File: config.mk
export PLATFORM = sky130hd
export DESIGN_NAME = serial_line_command_matcher
export DESIGN_NICKNAME = d
export VERILOG_FILES = /design/src/hw/rtl/slcm_pkg.sv /design/src/hw/rtl/slcm_front.sv /design/src/hw/rtl/slcm_queue.sv /design/src/hw/rtl/slcm_back.sv /design/src/hw/rtl/serial_line_command_matcher.sv
export SDC_FILE = /design/constraint.sdc
export NUM_CORES = 1
export LEC_CHECK = 0
export BUFFER_PORTS_ARGS = -buffer_cell sky130_fd_sc_hd__clkbuf_2
export CORE_ASPECT_RATIO = 0.6
export CORE_UTILIZATION = 30
export DETAILED_ROUTE_END_ITERATION = 7
export MAX_ROUTING_LAYER = met4
export SLEW_MARGIN = 15
export SYNTH_ARGS = -nofsm -noshare
export SYNTH_HDL_FRONTEND = slang
export SYNTH_HIERARCHICAL = 1
export SYNTH_SLANG_ARGS = --single-unit
File: constraint.sdc
create_clock -name clk -period 3.7 [get_ports clk]
set_clock_uncertainty 0.1 [all_clocks]
set_input_delay 0 -clock clk [delete_from_list [all_inputs] [get_ports clk]]
set_output_delay 0 -clock clk [all_outputs]
set_load 0.01 [all_outputs]
File: src/hw/rtl/slcm_pkg.sv
`default_nettype none
package slcm_pkg;

  localparam int KW_COUNT    = 9;
  localparam int KW_MAX_LEN  = 5;
  localparam int EXACT_COUNT = 4;
  localparam int QUEUE_DEPTH = 2;

  localparam logic [7:0] CH_LF      = 8'h0A;
  localparam logic [7:0] CH_CR      = 8'h0D;
  localparam logic [7:0] CH_NUL     = 8'h00;
  localparam logic [7:0] CH_LOWER_A = 8'h61;
  localparam logic [7:0] CH_LOWER_Z = 8'h7A;
  localparam logic [7:0] CASE_DELTA = 8'h20;

  localparam logic [KW_COUNT-1:0] ALL_ALIVE = '1;

  // keyword text, list order; unused tail bytes are zero
  localparam logic [7:0] KW_TEXT [KW_COUNT][KW_MAX_LEN] = '{
    '{"C", "L", "E", "A", "R"},
    '{"P", "A", "I", "R", 8'h00},
    '{"D", "I", "S", "C", "O"},
    '{"A", "D", "V", 8'h00, 8'h00},
    '{"P", "L", "A", "Y", 8'h00},
    '{"V", "O", "L", "U", 8'h00},
    '{"V", "O", "L", "D", 8'h00},
    '{"N", "E", "X", "T", 8'h00},
    '{"P", "R", "E", "V", 8'h00}
  };

  localparam logic [2:0] KW_LEN [KW_COUNT] = '{
    3'd5, 3'd4, 3'd5, 3'd3, 3'd4, 3'd4, 3'd4, 3'd4, 3'd4
  };

  typedef enum logic [3:0] {
    CMD_UNKNOWN  = 4'd0,
    CMD_CLEAR    = 4'd1,
    CMD_PAIR     = 4'd2,
    CMD_DISCO    = 4'd3,
    CMD_ADV      = 4'd4,
    CMD_PLAY     = 4'd5,
    CMD_VOLU     = 4'd6,
    CMD_VOLD     = 4'd7,
    CMD_NEXT     = 4'd8,
    CMD_PREV     = 4'd9,
    CMD_OVERFLOW = 4'd10
  } cmd_t;

  // classified byte passed from front to back
  typedef struct packed {
    logic       eol;
    logic       zero;
    logic [7:0] ch;
  } item_t;

  function automatic logic [7:0] kw_char(input int k, input logic [2:0] pos);
    logic [7:0] c;
    c = 8'h00;
    for (int p = 0; p < KW_MAX_LEN; p++) begin
      if (pos == 3'(p)) begin
        c = KW_TEXT[k][p];
      end
    end
    return c;
  endfunction

endpackage
`default_nettype wire

File: src/hw/rtl/slcm_front.sv
`default_nettype none
module slcm_front (
  input  wire logic            clk,
  input  wire logic            rst_n,
  input  wire logic            in_push,
  output logic                 in_full,
  input  wire logic [7:0]      in_rx_byte,
  output logic                 q_push,
  input  wire logic            q_full,
  output slcm_pkg::item_t      q_item
);
  import slcm_pkg::*;

  logic  valid_r, valid_nxt;
  item_t item_r, item_nxt;
  logic  accept;

  assign in_full = valid_r && q_full;
  assign accept  = in_push && !in_full;
  assign q_push  = valid_r;
  assign q_item  = item_r;

  always_comb begin
    item_nxt      = item_r;
    item_nxt.eol  = (in_rx_byte == CH_LF) || (in_rx_byte == CH_CR);
    item_nxt.zero = (in_rx_byte == CH_NUL);
    // fold a-z only
    if (in_rx_byte >= CH_LOWER_A && in_rx_byte <= CH_LOWER_Z) begin
      item_nxt.ch = in_rx_byte - CASE_DELTA;
    end else begin
      item_nxt.ch = in_rx_byte;
    end
    valid_nxt = accept || (valid_r && q_full);
  end

  always_ff @(posedge clk) begin
    if (!rst_n) begin
      valid_r <= 1'b0;
    end else begin
      valid_r <= valid_nxt;
    end
  end

  always_ff @(posedge clk) begin
    if (accept) begin
      item_r <= item_nxt;
    end
  end

endmodule
`default_nettype wire

File: src/hw/rtl/slcm_queue.sv
`default_nettype none
module slcm_queue (
  input  wire logic            clk,
  input  wire logic            rst_n,
  input  wire logic            push,
  output logic                 full,
  input  wire slcm_pkg::item_t wr_item,
  output logic                 valid,
  input  wire logic            pop,
  output slcm_pkg::item_t      rd_item
);
  import slcm_pkg::*;

  localparam int PTR_W = $clog2(QUEUE_DEPTH);
  localparam int CNT_W = $clog2(QUEUE_DEPTH + 1);

  item_t            mem [QUEUE_DEPTH];
  logic [PTR_W-1:0] wr_ptr_r, wr_ptr_nxt;
  logic [PTR_W-1:0] rd_ptr_r, rd_ptr_nxt;
  logic [CNT_W-1:0] count_r, count_nxt;
  logic             do_push, do_pop;

  assign full    = (count_r == CNT_W'(QUEUE_DEPTH));
  assign valid   = (count_r != '0);
  assign do_push = push && !full;
  assign do_pop  = pop && valid;
  assign rd_item = mem[rd_ptr_r];

  always_comb begin
    wr_ptr_nxt = wr_ptr_r;
    rd_ptr_nxt = rd_ptr_r;
    count_nxt  = count_r;
    if (do_push) begin
      wr_ptr_nxt = (wr_ptr_r == PTR_W'(QUEUE_DEPTH - 1)) ? '0 : wr_ptr_r + 1'b1;
    end
    if (do_pop) begin
      rd_ptr_nxt = (rd_ptr_r == PTR_W'(QUEUE_DEPTH - 1)) ? '0 : rd_ptr_r + 1'b1;
    end
    if (do_push && !do_pop) begin
      count_nxt = count_r + 1'b1;
    end else if (do_pop && !do_push) begin
      count_nxt = count_r - 1'b1;
    end
  end

  always_ff @(posedge clk) begin
    if (!rst_n) begin
      wr_ptr_r <= '0;
      rd_ptr_r <= '0;
      count_r  <= '0;
    end else begin
      wr_ptr_r <= wr_ptr_nxt;
      rd_ptr_r <= rd_ptr_nxt;
      count_r  <= count_nxt;
    end
  end

  always_ff @(posedge clk) begin
    if (do_push) begin
      mem[wr_ptr_r] <= wr_item;
    end
  end

endmodule
`default_nettype wire

File: src/hw/rtl/slcm_back.sv
`default_nettype none
module slcm_back #(
  parameter int LINE_BUFFER_BYTES = 16
) (
  input  wire logic            clk,
  input  wire logic            rst_n,
  input  wire logic            q_valid,
  output logic                 q_pop,
  input  wire slcm_pkg::item_t q_item,
  output logic                 out_empty,
  input  wire logic            out_pop,
  output logic [3:0]           out_command_code
);
  import slcm_pkg::*;

  localparam int LEN_W = $clog2(LINE_BUFFER_BYTES);
  localparam logic [LEN_W-1:0] LEN_MAX = LEN_W'(LINE_BUFFER_BYTES - 1);

  logic [LEN_W-1:0]    len_r, len_nxt;
  logic [KW_COUNT-1:0] alive_r, alive_nxt;
  logic                ended_r, ended_nxt;
  logic                res_valid_r, res_valid_nxt;
  cmd_t                res_code_r, res_code_nxt;

  logic [KW_COUNT-1:0] longer, matched, eol_alive;
  logic                makes_result, go;
  cmd_t                eol_code;

  assign out_empty        = !res_valid_r;
  assign out_command_code = res_code_r;

  // keywords longer than the current length, and char compare at this position
  always_comb begin
    for (int k = 0; k < KW_COUNT; k++) begin
      longer[k]  = LEN_W'(KW_LEN[k]) > len_r;
      matched[k] = alive_r[k];
      if (len_r < LEN_W'(KW_LEN[k])) begin
        if (kw_char(k, len_r[2:0]) != q_item.ch) begin
          matched[k] = 1'b0;
        end
      end else if (k < EXACT_COUNT) begin
        matched[k] = 1'b0;
      end
    end
    eol_alive = ended_r ? alive_r : (alive_r & ~longer);
    eol_code  = CMD_UNKNOWN;
    for (int k = KW_COUNT - 1; k >= 0; k--) begin
      if (eol_alive[k]) begin
        eol_code = cmd_t'(4'(k + 1));
      end
    end
  end

  assign makes_result = q_item.eol ? (len_r != '0) : (len_r == LEN_MAX);
  assign go    = q_valid && (!res_valid_r || out_pop || !makes_result);
  assign q_pop = go;

  always_comb begin
    len_nxt       = len_r;
    alive_nxt     = alive_r;
    ended_nxt     = ended_r;
    res_code_nxt  = res_code_r;
    res_valid_nxt = res_valid_r && !out_pop;
    if (go) begin
      if (q_item.eol) begin
        if (len_r != '0) begin
          res_valid_nxt = 1'b1;
          res_code_nxt  = eol_code;
          len_nxt       = '0;
          alive_nxt     = ALL_ALIVE;
          ended_nxt     = 1'b0;
        end
      end else if (len_r == LEN_MAX) begin
        res_valid_nxt = 1'b1;
        res_code_nxt  = CMD_OVERFLOW;
        len_nxt       = '0;
        alive_nxt     = ALL_ALIVE;
        ended_nxt     = 1'b0;
      end else begin
        if (!ended_r) begin
          if (q_item.zero) begin
            ended_nxt = 1'b1;
            alive_nxt = alive_r & ~longer;
          end else begin
            alive_nxt = matched;
          end
        end
        len_nxt = len_r + 1'b1;
      end
    end
  end

  always_ff @(posedge clk) begin
    if (!rst_n) begin
      len_r       <= '0;
      alive_r     <= ALL_ALIVE;
      ended_r     <= 1'b0;
      res_valid_r <= 1'b0;
    end else begin
      len_r       <= len_nxt;
      alive_r     <= alive_nxt;
      ended_r     <= ended_nxt;
      res_valid_r <= res_valid_nxt;
    end
  end

  always_ff @(posedge clk) begin
    res_code_r <= res_code_nxt;
  end

endmodule
`default_nettype wire

File: src/hw/rtl/serial_line_command_matcher.sv
`default_nettype none
// channel   ports                       direction  request
// input     in_push in_full in_rx_byte  in         one received byte
// result    out_pop out_empty           out        one command code
//           out_command_code
//
// one byte per cycle sustained while in_full is low; a byte reaches the matcher
// through the front register, then the two-entry queue
// a result is registered in the cycle after its line end or overflow byte is matched
// synchronous active-low reset clears the line state and empties all stages
// a held result stalls only bytes that would make another result; plain
// text bytes keep flowing, and the queue absorbs short stalls on either side
module serial_line_command_matcher #(
  parameter int LINE_BUFFER_BYTES = 16
) (
  input  wire logic       clk,
  input  wire logic       rst_n,
  input  wire logic       in_push,
  output logic            in_full,
  input  wire logic [7:0] in_rx_byte,
  output logic            out_empty,
  input  wire logic       out_pop,
  output logic [3:0]      out_command_code
);
  import slcm_pkg::*;

  // front to queue
  logic  f_push, f_full;
  item_t f_item;
  // queue to back
  logic  b_valid, b_pop;
  item_t b_item;

  // front: accept the byte, fold case, flag line end and zero byte
  slcm_front u_front (
    .clk        (clk),
    .rst_n      (rst_n),
    .in_push    (in_push),
    .in_full    (in_full),
    .in_rx_byte (in_rx_byte),
    .q_push     (f_push),
    .q_full     (f_full),
    .q_item     (f_item)
  );

  // short queue decoupling classification from matching
  slcm_queue u_queue (
    .clk     (clk),
    .rst_n   (rst_n),
    .push    (f_push),
    .full    (f_full),
    .wr_item (f_item),
    .valid   (b_valid),
    .pop     (b_pop),
    .rd_item (b_item)
  );

  // back: incremental keyword match, line length, result register
  slcm_back #(
    .LINE_BUFFER_BYTES (LINE_BUFFER_BYTES)
  ) u_back (
    .clk              (clk),
    .rst_n            (rst_n),
    .q_valid          (b_valid),
    .q_pop            (b_pop),
    .q_item           (b_item),
    .out_empty        (out_empty),
    .out_pop          (out_pop),
    .out_command_code (out_command_code)
  );

endmodule
`default_nettype wire

* After elaboration in Yosys (flattened, before gate mapping)
Memory sizes are Yosys's and may differ from the RTL's. A register that Yosys moved wholly into a read port is not among the register bits. Cells that the tools add are included. W data, S select, Z words.
Word-level totals: bits in registers 34, latch bits 0, RAM bits 20, memory bits (read-only) 0, input port bits 12, output and inout bits 6, logic and storage cells 210, memories 1
Cells by class: $add $sub $neg 6, multipliers 0, div/mod/pow operators 0, $lt $le $gt $ge 8, equal/unequal tests 23, shifts and indexed selects 0, muxes and demuxes 107, bitwise operators 2, reductions and logical operators 43
Memories:
- u_queue.mem | words 2, bits a word 10, rd ports 1, clocked after memory_dff 1, write ports 1, RTL line slcm_queue.sv:17 | item_t mem [QUEUE_DEPTH];
Operators with widths (number):
- $mux W7 | 30
- $mux W8 | 20
- $ne A8 B8 Y1 | 9
- $mux W4 | 15
- $mux W9 | 6
- $mux W1 | 34
- $reduce_bool A4 Y1 | 7
- $reduce_and A5 Y1 | 5
- $eq A8 B4 Y1 const B | 2
- $reduce_and A4 Y1 | 4
- $ne A5 B3 Y1 const B | 2
- $ne A5 B4 Y1 const B | 2
- $and A9 B9 Y9 | 1
- $logic_and A1 B1 Y1 | 9
- $not A9 Y9 | 1
- $ge A8 B7 Y1 const B | 1
- $gt A3 B4 Y1 const A | 2
- $le A8 B7 Y1 const B | 1
- $logic_not A8 Y1 | 1
- $lt A4 B3 Y1 const B | 2
- $sub A8 B6 Y8 const B | 1
- $logic_not A1 Y1 | 7
- $eq A3 B2 Y1 const B | 2
- $reduce_bool A2 Y1 | 3
- other kinds (17) | 22

* Logic depth before layout (Yosys ltp)
Gate-level depths: netlist of the first run.
depth after elaboration 15, gate-level depth with buffers 11, mapped depth without buffers 10

* Hierarchy
Netlist of the first run, hierarchy kept.
By module, submodules not included:
- slcm_back | instances 1, cells each 238, area an instance 1856.8 µm², seq. area each 420.4 µm²
- slcm_queue | instances 1, cells each 57, area an instance 948.4 µm², seq. area each 700.7 µm²
- slcm_front | instances 1, cells each 32, area an instance 465.4 µm², seq. area each 320.3 µm²

* Worst setup path after synthesis of the first run
OpenSTA, ideal clock, no wires.
path type flip-flop to flip-flop, start register (tool-made name), end register u_queue.count_r[1], setup time 70 ps, data arrival time 2386 ps, required time 3530 ps, path slack 1144 ps, cell stages (with the launch flop) 10, buffers on the path 1, clock period less this slack 2556 ps, path through dfxtp_1 buf_2 mux2_2 a31oi_2 nand2b_1 o21a_1 o21ai_0 ha_1 or3_1 a21oi_1
RTL lines:
- end signal: assignment | RTL line slcm_queue.sv:54 | count_r <= count_nxt;
- end: declaration | RTL line slcm_queue.sv:20 | logic [CNT_W-1:0] count_r, count_nxt;

==> impl_results.md, run 1 <==
- CP Class: reg -> reg
- 1st-iter DRT viols: ~240
- Top-Level Pins: 18
- Post-CTS Setup Inserts: 0
- Post-Place Worst Slack: 0.6962 ns
- Worst-Margin Slew: 0.9025 ns
- Final period utilization: 0.8240
- Leakage: 0.001362 uW
- Core area: 10600 sq um
- Total wire length: 7453 um
- Synth top cells by count: edfxtp_1, nor2_1, dfxtp_1
- Setup slack after layout: 0.6511 ns
- Vias: 2559
- Clk pwr share: 0.222
- Status: finished, final reports clean
- Internal power: 1382 uW
- Largest family of logic cells by synthesized area: simple AND/OR/NAND/NOR gates
- Post-synthesis sequential area ratio: 0.4407
- Largest delay share family, worst path: compound AO/OA/AOI/OAI gates
- Pin count of the biggest net entering global routing: 23
- Row cnt: 29
- Clk pin slew, worst setup/hold paths: 0.08 ns
- Pwr/cell area: roughly 600 nW/um^2
- P_sw: 850.8 uW
- RSZ-0062 raised after global routing: false
- Simple-gate portion of the synthesized area: 0.1982
- Vias per cell: 5.244
- Crit start category: flip-flop
- Max Clk Rate: 0.3280 GHz
- Mux share of post-synthesis cell area: 0.05011
- Rel. slew slack: 0.3950
- Drt drc: 0
- Max-slew violation total from the final report: 0
- P&R area growth vs syn: 13.66%
- Synth top area cells: edfxtp_1, dfxtp_1, xor2_1
- TritonCTS Sinks: 55
- Library cells used by synthesis: 69
- Switching share of total power: 0.3810
- Mean Syn Cell Area: 10.00 sq um
- Initial antenna violation count: 0
- CTS Buf Count: 5
- HPWL Detailed: 5524 um
- Layout cell share with drive strength beyond 1: 0.1519
- Die Ht: 82.88 um
- Worst path required time: 3.83 ns
- TritonCTS clock tree: yes
- Crit path max fanout: 11
- Gr ovfl total: 0
- Slowest CP cell: dfxtp_1
- Xor/xnor share of the synthesized area: 0.07230
- Path type of the worst min-delay path: reg -> reg
- Antenna cells: 0
- Gate power share: 0.387
- Syn Nets: 347
- CTS Root Cell: clkbuf_16
- WL/cell: about 15 um
- Most common cell in the netlist: edfxtp_1
- Post-synth top area share: 0.3122
- Total GRT Usage: 0.1440
- Routability cong.: approximately 0.93
- Number of global-route vias before repair: 2345
- Final hold vios: 0
- CTS Buffer Depth: 2
- Count of buffers from port buffering: 17
- # setup viols final: 0
- CP Cell Sequence: mux2_2 > a31oi_2 > nand2b_1 > o21a_1 > o21ai_0 > ha_1 > or3_1 > a21oi_1
- First-pass DRT Iterations: 5
- Setup_tns: 0 ns
- Die ar.: 11340 sq um
- Minimum clock period: between 3 and 4 ns
- Ys Warns: 6
- Synthesized cell area: 3271 sq um
- CP Buf/Inv Count: 0
- Largest area contributor in the netlist: edfxtp_1
- Initial Utilization: 0.3087
- Largest stage delay, worst path: 0.59 ns
- Global-route wire length before repair: 12210 um
- Synth Instances: 327
- Register share of total power: 0.391
- CP arrival: around 3.2 ns
- Predominant post-synthesis flop cell: edfxtp_1
- Maximum VDD drop: 0.0003167 V
- Post-synthesis register bit count: 55
- Htree depth: 2
- Clock latency on the worst-skew pair: 0.29 ns
- Remaining antenna violation count: 0
- Max Cap Violations: 0
- Nets: approximately 370
- Synth Area in Compound Gates: 0.1637
- Post-synth EDFFs: 34
- Post-Synth Adder-Cell Area: 0.03060
- Die Width: 136.8 um
- Post-synth ARST share: 0
- Critical path endpoint category: flip-flop
power groups by stage:
| stage | registers (uW) | logic [uW] | clock network, uW |
|---|---|---|---|
| floorplan | 844 | 682 | 0 |
| global placement | 881 | 832 | 0 |
| detailed placement | 883 | 829 | 0 |
| CTS | 872 | 846 | 510 |
| global route | 894 | 953 | 536 |
| finish | 873 | 864 | 496 |
path summary, 6_finish.rpt:
path                           from                 end  slack, ns  depth (start not counted)
setup / recovery          flip-flop  u_queue/count_r[1]       0.65                          8
setup reg to reg          flip-flop  u_queue/count_r[1]       0.65                          8
hold reg to reg   u_front/q_item[5]   u_queue/mem[0][5]       0.35                          0
hold / removal    u_front/q_item[5]   u_queue/mem[0][5]       0.35                          0
cells by family after synthesis:
group                    Yosys count
XOR/XNOR                          27
multiplexers                      15
AO/OA/AOI/OAI                     76
adder cells (fa/ha/maj)            8
AND/OR/NAND/NOR                  117
buffers and inverters             29
flip-flops                        55
layer usage:
metal  wire (um)  global-route usage  vias up
met5           0                   -        -
met4          19             0.01898        0
met3         556             0.04274        2
met2        2884              0.1781       81
met1        3993              0.2275     1241
li1            -                   -     1235
cells in the final DEF, fill, tap and decap left out, types with 5 or more instances in the layout:
cell,n
nor2_1,32
nand2_1,16
clkbuf_16,5
o21ai_0,16
inv_1,12
ha_1,8
nor3_1,11
clkbuf_2,17
nand2b_1,8
a21oi_1,11
edfxtp_1,34
nand3_1,5
o21a_1,6
dfxtp_1,21
nor2b_1,7
nand4_1,6
xor2_1,20
dlygate4sd3_1,12
mux2_2,11
xnor2_1,7
or3_1,6
area by class of cell:
cell class,instances,area [sq um]
Clock buffer,5,125.1
Clock inverter,3,31.28
Fill cell,1072,6878
Inverter,13,48.80
Multi-Input combinational cell,243,1684
Sequential cell,55,1441
Tap cell,139,173.9
Timing Repair Buffer,30,212.7
flip-flops by register name, indices dropped and copies added (netlist names), named ones only:
signal,count
u_back/out_command_code,4
u_back/res_valid_r,1
u_queue/count_r,2
u_front/q_push,1
u_back/ended_r,1
u_queue/rd_ptr_r,1
u_front/q_item,10
u_back/len_r,4
u_queue/mem,20
u_back/alive_r,9
u_queue/wr_ptr_r,1
per-stage QoR:
stage	total power, uW	instance area (sq um)	util	hold WS [ns]	std cells
5_1_grt	2383	3717	0.3509	0.3635	488
3_3_place_gp	1713	3441	0.3248	0.1189	468
3_5_place_dp	1712	3441	0.3248	0.1329	468
2_1_floorplan	1526	3271	-	-0.02001	327
6_report	2233	3717	0.3509	0.3508	488
4_1_cts	2228	3717	0.3509	0.3509	488
what timing repair did:
action                                  CTS  global route
hold buffers                             12             0
hold endpoints to repair                 13             0
resized for setup                         0             0
endpoints found under the setup margin    0             0
No activity file was read; power rests on OpenSTA's default activity.
==> run 2, diff against run 1 <==
Clock period 3.7 ns to 3 ns, I/O delays scaled along.
==> run 2 against run 1 <==
  * Clock power is 23% higher
  * Via count up 0.66%
  * Hold slack improved by 0.0043 ns
  * Critical path depth did not move
  * Register-to-register slack worse by 0.48 ns
==> impl_results.md, run 2 (synthesis gave the netlist of run 1 again) <==
- Maximum VDD drop: just over 0.0004 V
- Crit start category: flip-flop
- TritonCTS clock tree: yes
- Path type of the worst min-delay path: reg -> reg
- Pwr/cell area: 738.7 nW/um^2
- Most frequent cell on the critical path: ha_1
- Vias per cell: 5.236
- Critical path endpoint category: flip-flop
- Post-CTS Setup Inserts: 0
- Clk pwr share: 0.219
- CTS Buf Count: 5
- Switching share of total power: 0.3809
- Total GRT Usage: 0.1479
- Commonest non-fill, non-tap cell in the layout: edfxtp_1
- Gate power share: 0.399
- Number of global-route vias before repair: around 2.4k
- Most frequent cells in the layout: edfxtp_1, nor2_1, dfxtp_1
- Multi-input gate area: 1684 sq um
- Initial antenna violation count: 0
- Remaining antenna violation count: 0
- Global-route wire length before repair: 12470 um
- 1st-iter DRT viols: 261
- Drt drc: 0
- Biggest register: u_queue/mem
- Worst-Margin Slew: about 0.88 ns
- RSZ-0062 raised after global routing: false
- WL/cell: 15.47 um
- Register share of total power: 0.382
- Worst path required time: 3.12 ns
- Total wire length: 7610 um
- Rel. slew slack: 0.4122
- Antenna cells: 0
- CP Cell Sequence: ha_1 > ha_1 > nor4b_2 > o21ai_0 > a221oi_2 > nand4_1 > and3_1 > o21ai_1
- CP Class: reg -> reg
- Htree depth: 2
- CP arrival: 2.96 ns
- Top-Level Pins: 18
- P_sw: 1056 uW
- Row cnt: 29
- Clock latency on the worst-skew pair: 0.30 ns
- FF/Latch Area: about 1400 sq um
- Pin count of the biggest net entering global routing: 21
- Gr ovfl total: 0
- First-pass DRT Iterations: 5
- Die ar.: 11340 sq um
- Final period utilization: 0.9435
- Worst path depth: 8
- CTS Root Cell: clkbuf_16
- Nets: 372
- Clk pin slew, worst setup/hold paths: 0.08 ns
- CTS Buffer Depth: 2
- HPWL Detailed: about 5800 um
- # setup viols final: 0
- Max Clk Rate: 0.3533 GHz
- Layout cell share with drive strength beyond 1: 0.1586
- Initial Utilization: 0.3087
- Largest delay share family, worst path: simple AND/OR/NAND/NOR gates
- CP Buf/Inv Count: 0
- Largest stage delay, worst path: 0.60 ns
- P&R area growth vs syn: 14.73%
- Status: finished, final reports clean
- Final hold vios: 0
- Vias: about 2.6k
- Placed cell area: between 3000 and 4000 sq um
- Internal power: 1716 uW
- Setup_tns: 0 ns
- Slowest CP cell: nor4b_2
- Max Cap Violations: 0
- Count of buffers from port buffering: 17
- Crit path max fanout: 9
- Leakage: 0.001381 uW
- Final Cell Area: 3752 sq um
- Core area: 10600 sq um
- Die Ht: a little over 80 um
- Die Width: 136.8 um
- Number of filler cells placed in the layout: 1068
- Max-slew violation total from the final report: 0
- Minimum clock period: 2.830 ns
- Worst R2R Path Depth: 8
- TritonCTS Sinks: 55
- Max FFs per register: 20
- Routability cong.: 0.9104
- Hold depth: 0
-- run 2: cell types whose count changed in the layout (fill, tap and decap cells not counted), sizes merged --
| cell | delta |
|---|---|
| inv | -1 |
| clkinv | +1 |
| dlygate4sd3 | +1 |
| buf | +3 |
-- run 2: repair_timing --
item	CTS	global route
endpoints found under the hold margin	13	0
hold buffers	13	0
resized for setup	0	0
-- run 2: worst register-to-register path, stage by stage, from the launching register on --
cell      delay, ns
dfxtp_1        0.41
ha_1           0.33
ha_1           0.34
nor4b_2        0.61
o21ai_0        0.22
a221oi_2       0.27
nand4_1        0.14
and3_1         0.21
o21ai_1        0.13
-- run 2: final cells by class --
class | count | area share
clock inverters | 3 | 0.009003
clock buffers | 5 | 0.03334
repair buffers | 34 | 0.06536
flip-flops and latches | 55 | 0.3841
multi-input cells | 243 | 0.4488
well taps | 139 | 0.04635
inverters | 13 | 0.01300
-- run 2: per-layer routing --
metal | vias to the layer above | GRT usage | part of all wire
met2 | 77 | 0.1850 | 0.38
met5 | - | - | 0
met1 | 1245 | 0.2360 | 0.56
met3 | 6 | 0.03480 | 0.061
met4 | 0 | 0.02398 | 0.0035
li1 | 1248 | - | -
-- run 2: path summary, 6_finish.rpt --
| check | from | slack (ns) | to |
|---|---|---|---|
| setup reg to reg | u_back/len_r[1] | 0.17 | u_back/alive_r[2] |
| hold / removal | u_front/q_item[1] | 0.36 | u_queue/mem[1][1] |
| setup / recovery | u_back/len_r[1] | 0.17 | u_back/alive_r[2] |
| hold reg to reg | u_front/q_item[1] | 0.36 | u_queue/mem[1][1] |
-- run 2: power groups by stage --
stage               Sequential, uW  Combinational, uW  Clock [uW]
CTS                           1060               1090         628
global placement              1070               1060           0
floorplan                     1040                842           0
detailed placement            1070               1070           0
finish                        1060               1110         608
global route                  1080               1210         663
-- run 2: per-stage QoR --
step           utilization  hold WS, ns  total power (uW)  std cells  worst slack [ns]
2_1_floorplan            -     -0.02001              1882        327            0.4442
3_3_place_gp        0.3269       0.1237              2134        471            0.4108
3_5_place_dp        0.3269       0.1273              2144        471            0.2418
4_1_cts             0.3542       0.3535              2776        492            0.2159
5_1_grt             0.3542       0.3713              2949        492           0.02715
6_report            0.3542       0.3551              2772        492            0.1696
==> run 3, diff against run 2 <==
Clock period 3 ns to 3.55 ns, I/O delays scaled along.
==> run 3 against run 2 <==
  * Worst setup slack gained 0.43 ns
  * Hold slack lost 0.013 ns
  * Fmax shrank 4.1%
  * Core utilization shrank 0.14 points
  * Cell count shrank 0.41%
  * Power shrank 15%
  * Largest power group unchanged
  * Highest routed layer unchanged
==> impl_results.md, run 3 (synthesis gave the netlist of run 1 again) <==
- Status: finished, final reports clean
- Slowest CP cell: mux2_2
- Drt drc: 0
- CTS Buffer Depth: 2
- CTS Buf Count: 5
- Pwr/cell area: 631.1 nW/um^2
- Die Ht: 82.88 um
- Post-CTS Setup Inserts: 0
- Commonest non-fill, non-tap cell in the layout: edfxtp_1
- Rel. slew slack: 0.4150
- Initial antenna violation count: 0
- Path type of the worst min-delay path: reg -> reg
- Final hold vios: 0
- Largest stage delay, worst path: 0.46 ns
- CP Cell Sequence: buf_4 > mux2_2 > a31oi_2 > nand2b_1 > o21a_1 > o21ai_0 > ha_1 > or3_1 > a21oi_1
- Top-Level Pins: 18
- Biggest register: u_queue/mem
- Antenna cells: 0
- Number of global-route vias before repair: 2472
- Max Cap Violations: 0
- Hold EP: u_queue/mem[0][0]
- Hold Path Origin: u_front/q_item[0]
- Worst path required time: 3.68 ns
- Die ar.: 11340 sq um
- Htree depth: 2
- P_sw: between 800 and 900 uW
- Vias: 2664
- Layout cell share with drive strength beyond 1: 0.1538
- RSZ-0062 raised after global routing: false
- First-pass DRT Iterations: 5
- 1st-iter DRT viols: 236
- Number of filler cells placed in the layout: 1077
- Row cnt: 29
- Max Clk Rate: 0.3387 GHz
- Die Width: ~140 um
- Routability cong.: 0.9360
- Maximum VDD drop: 0.0002506 V
- Clk pin slew, worst setup/hold paths: 0.08 ns
- Post-cts gate resize count: 0
- Total GRT Usage: 0.1505
- Worst R2R Path Depth: 9
- Multi-input gate area: around 1700 sq um
- TritonCTS Sinks: 55
- Count of buffers from port buffering: 17
- WL/cell: 16.12 um
- Minimum clock period: 2.952 ns
- Global-route wire length before repair: 12790 um
- Setup slack after layout: between 0.5 and 0.6 ns
- Remaining antenna violation count: 0
- Largest delay share family, worst path: compound AO/OA/AOI/OAI gates
- Worst-Margin Slew: 0.8728 ns
- Total wire length: 7897 um
- Hold depth: 0
- FF-to-FF End: u_queue/count_r[1]
- TritonCTS clock tree: yes
- P&R area growth vs syn: 14.27%
- Internal power: about 1500 uW
- Crit path max fanout: 11
- Register share of total power: 0.380
- Hold buffer count at CTS: 13
- Final period utilization: 0.8317
- Setup_tns: 0 ns
- CP Class: reg -> reg
- Crit start category: flip-flop
- Core area: about 11000 sq um
- Critical path endpoint category: flip-flop
- Vias per cell: 5.437
- Clk pwr share: 0.222
- # setup viols final: 0
- CP Buf/Inv Count: 1
- Max FFs per register: 20
- Post-Place Worst Slack: 0.6207 ns
- Switching share of total power: 0.3802
- Gate power share: 0.398
- Final core utilization: 0.3527
- HPWL Detailed: 5781 um
- Initial Utilization: 0.3087
- Pwr Total: 2359 uW
- Leakage: 0.001373 uW
- FF/Latch Area: 1441 sq um
- Most frequent cells in the layout: edfxtp_1, nor2_1, dfxtp_1
- Gr ovfl total: 0
- Clock latency on the worst-skew pair: 0.29 ns
- Nets: 370
- Internal reg-to-reg setup slack: 0.60 ns
- Max-slew violation total from the final report: 0
- CP arrival: 3.08 ns
- CTS Root Cell: clkbuf_16
- Pin count of the biggest net entering global routing: 23
## run 3: worst max path at each step
stage                     cells past startpoint  slack (ns)  startpoint                  to
after floorplan                               9        0.99   flip-flop  u_queue/count_r[1]
after global placement                        9        0.76   flip-flop  u_queue/count_r[1]
after detailed placement                      9        0.62   flip-flop  u_queue/count_r[1]
after CTS                                     9        0.59   flip-flop  u_queue/count_r[1]
after global routing                          9        0.44   flip-flop  u_queue/count_r[1]
final                                         9        0.60   flip-flop  u_queue/count_r[1]
## run 3: worst reg2reg max path: stages (launching register included)
cell	delay [ns]
dfxtp_1	0.31
buf_4	0.18
mux2_2	0.46
a31oi_2	0.38
nand2b_1	0.22
o21a_1	0.19
o21ai_0	0.18
ha_1	0.35
or3_1	0.38
a21oi_1	0.14
## run 3: routing by layer
| metal | track usage | up-vias | routed length [um] | share of wire |
|---|---|---|---|---|
| met1 | 0.2269 | 1286 | 4064 | 0.51 |
| met4 | 0.03397 | 0 | 63 | 0.0080 |
| met2 | 0.1906 | 121 | 3030 | 0.38 |
| met5 | - | - | 0 | 0 |
| met3 | 0.04762 | 6 | 738 | 0.093 |
| li1 | - | 1251 | - | - |
## run 3: power by group through the flow
stage | clock network (uW) | logic (uW) | registers [uW]
finish | 523 | 939 | 897
global placement | 0 | 891 | 903
global route | 561 | 1030 | 912
CTS | 536 | 920 | 894
detailed placement | 0 | 901 | 907
floorplan | 0 | 711 | 879
## run 3: through the flow
stage / instances / cell area [sq um] / hold slack [ns]
after floorplan: 327 / 3271 / -0.02001
after global placement: 469 / 3448 / 0.1240
after detailed placement: 469 / 3448 / 0.1277
after CTS: 490 / 3737 / 0.3479
after global routing: 490 / 3737 / 0.3594
final: 490 / 3737 / 0.3417
## run 3: layout make-up
type | instances | area share
sequential | 55 | 0.3857
timing repair buffer | 32 | 0.06160
clock buffer | 6 | 0.03716
tap | 139 | 0.04654
multi-input combinational | 243 | 0.4506
inverter | 13 | 0.01306
clock inverter | 2 | 0.005357
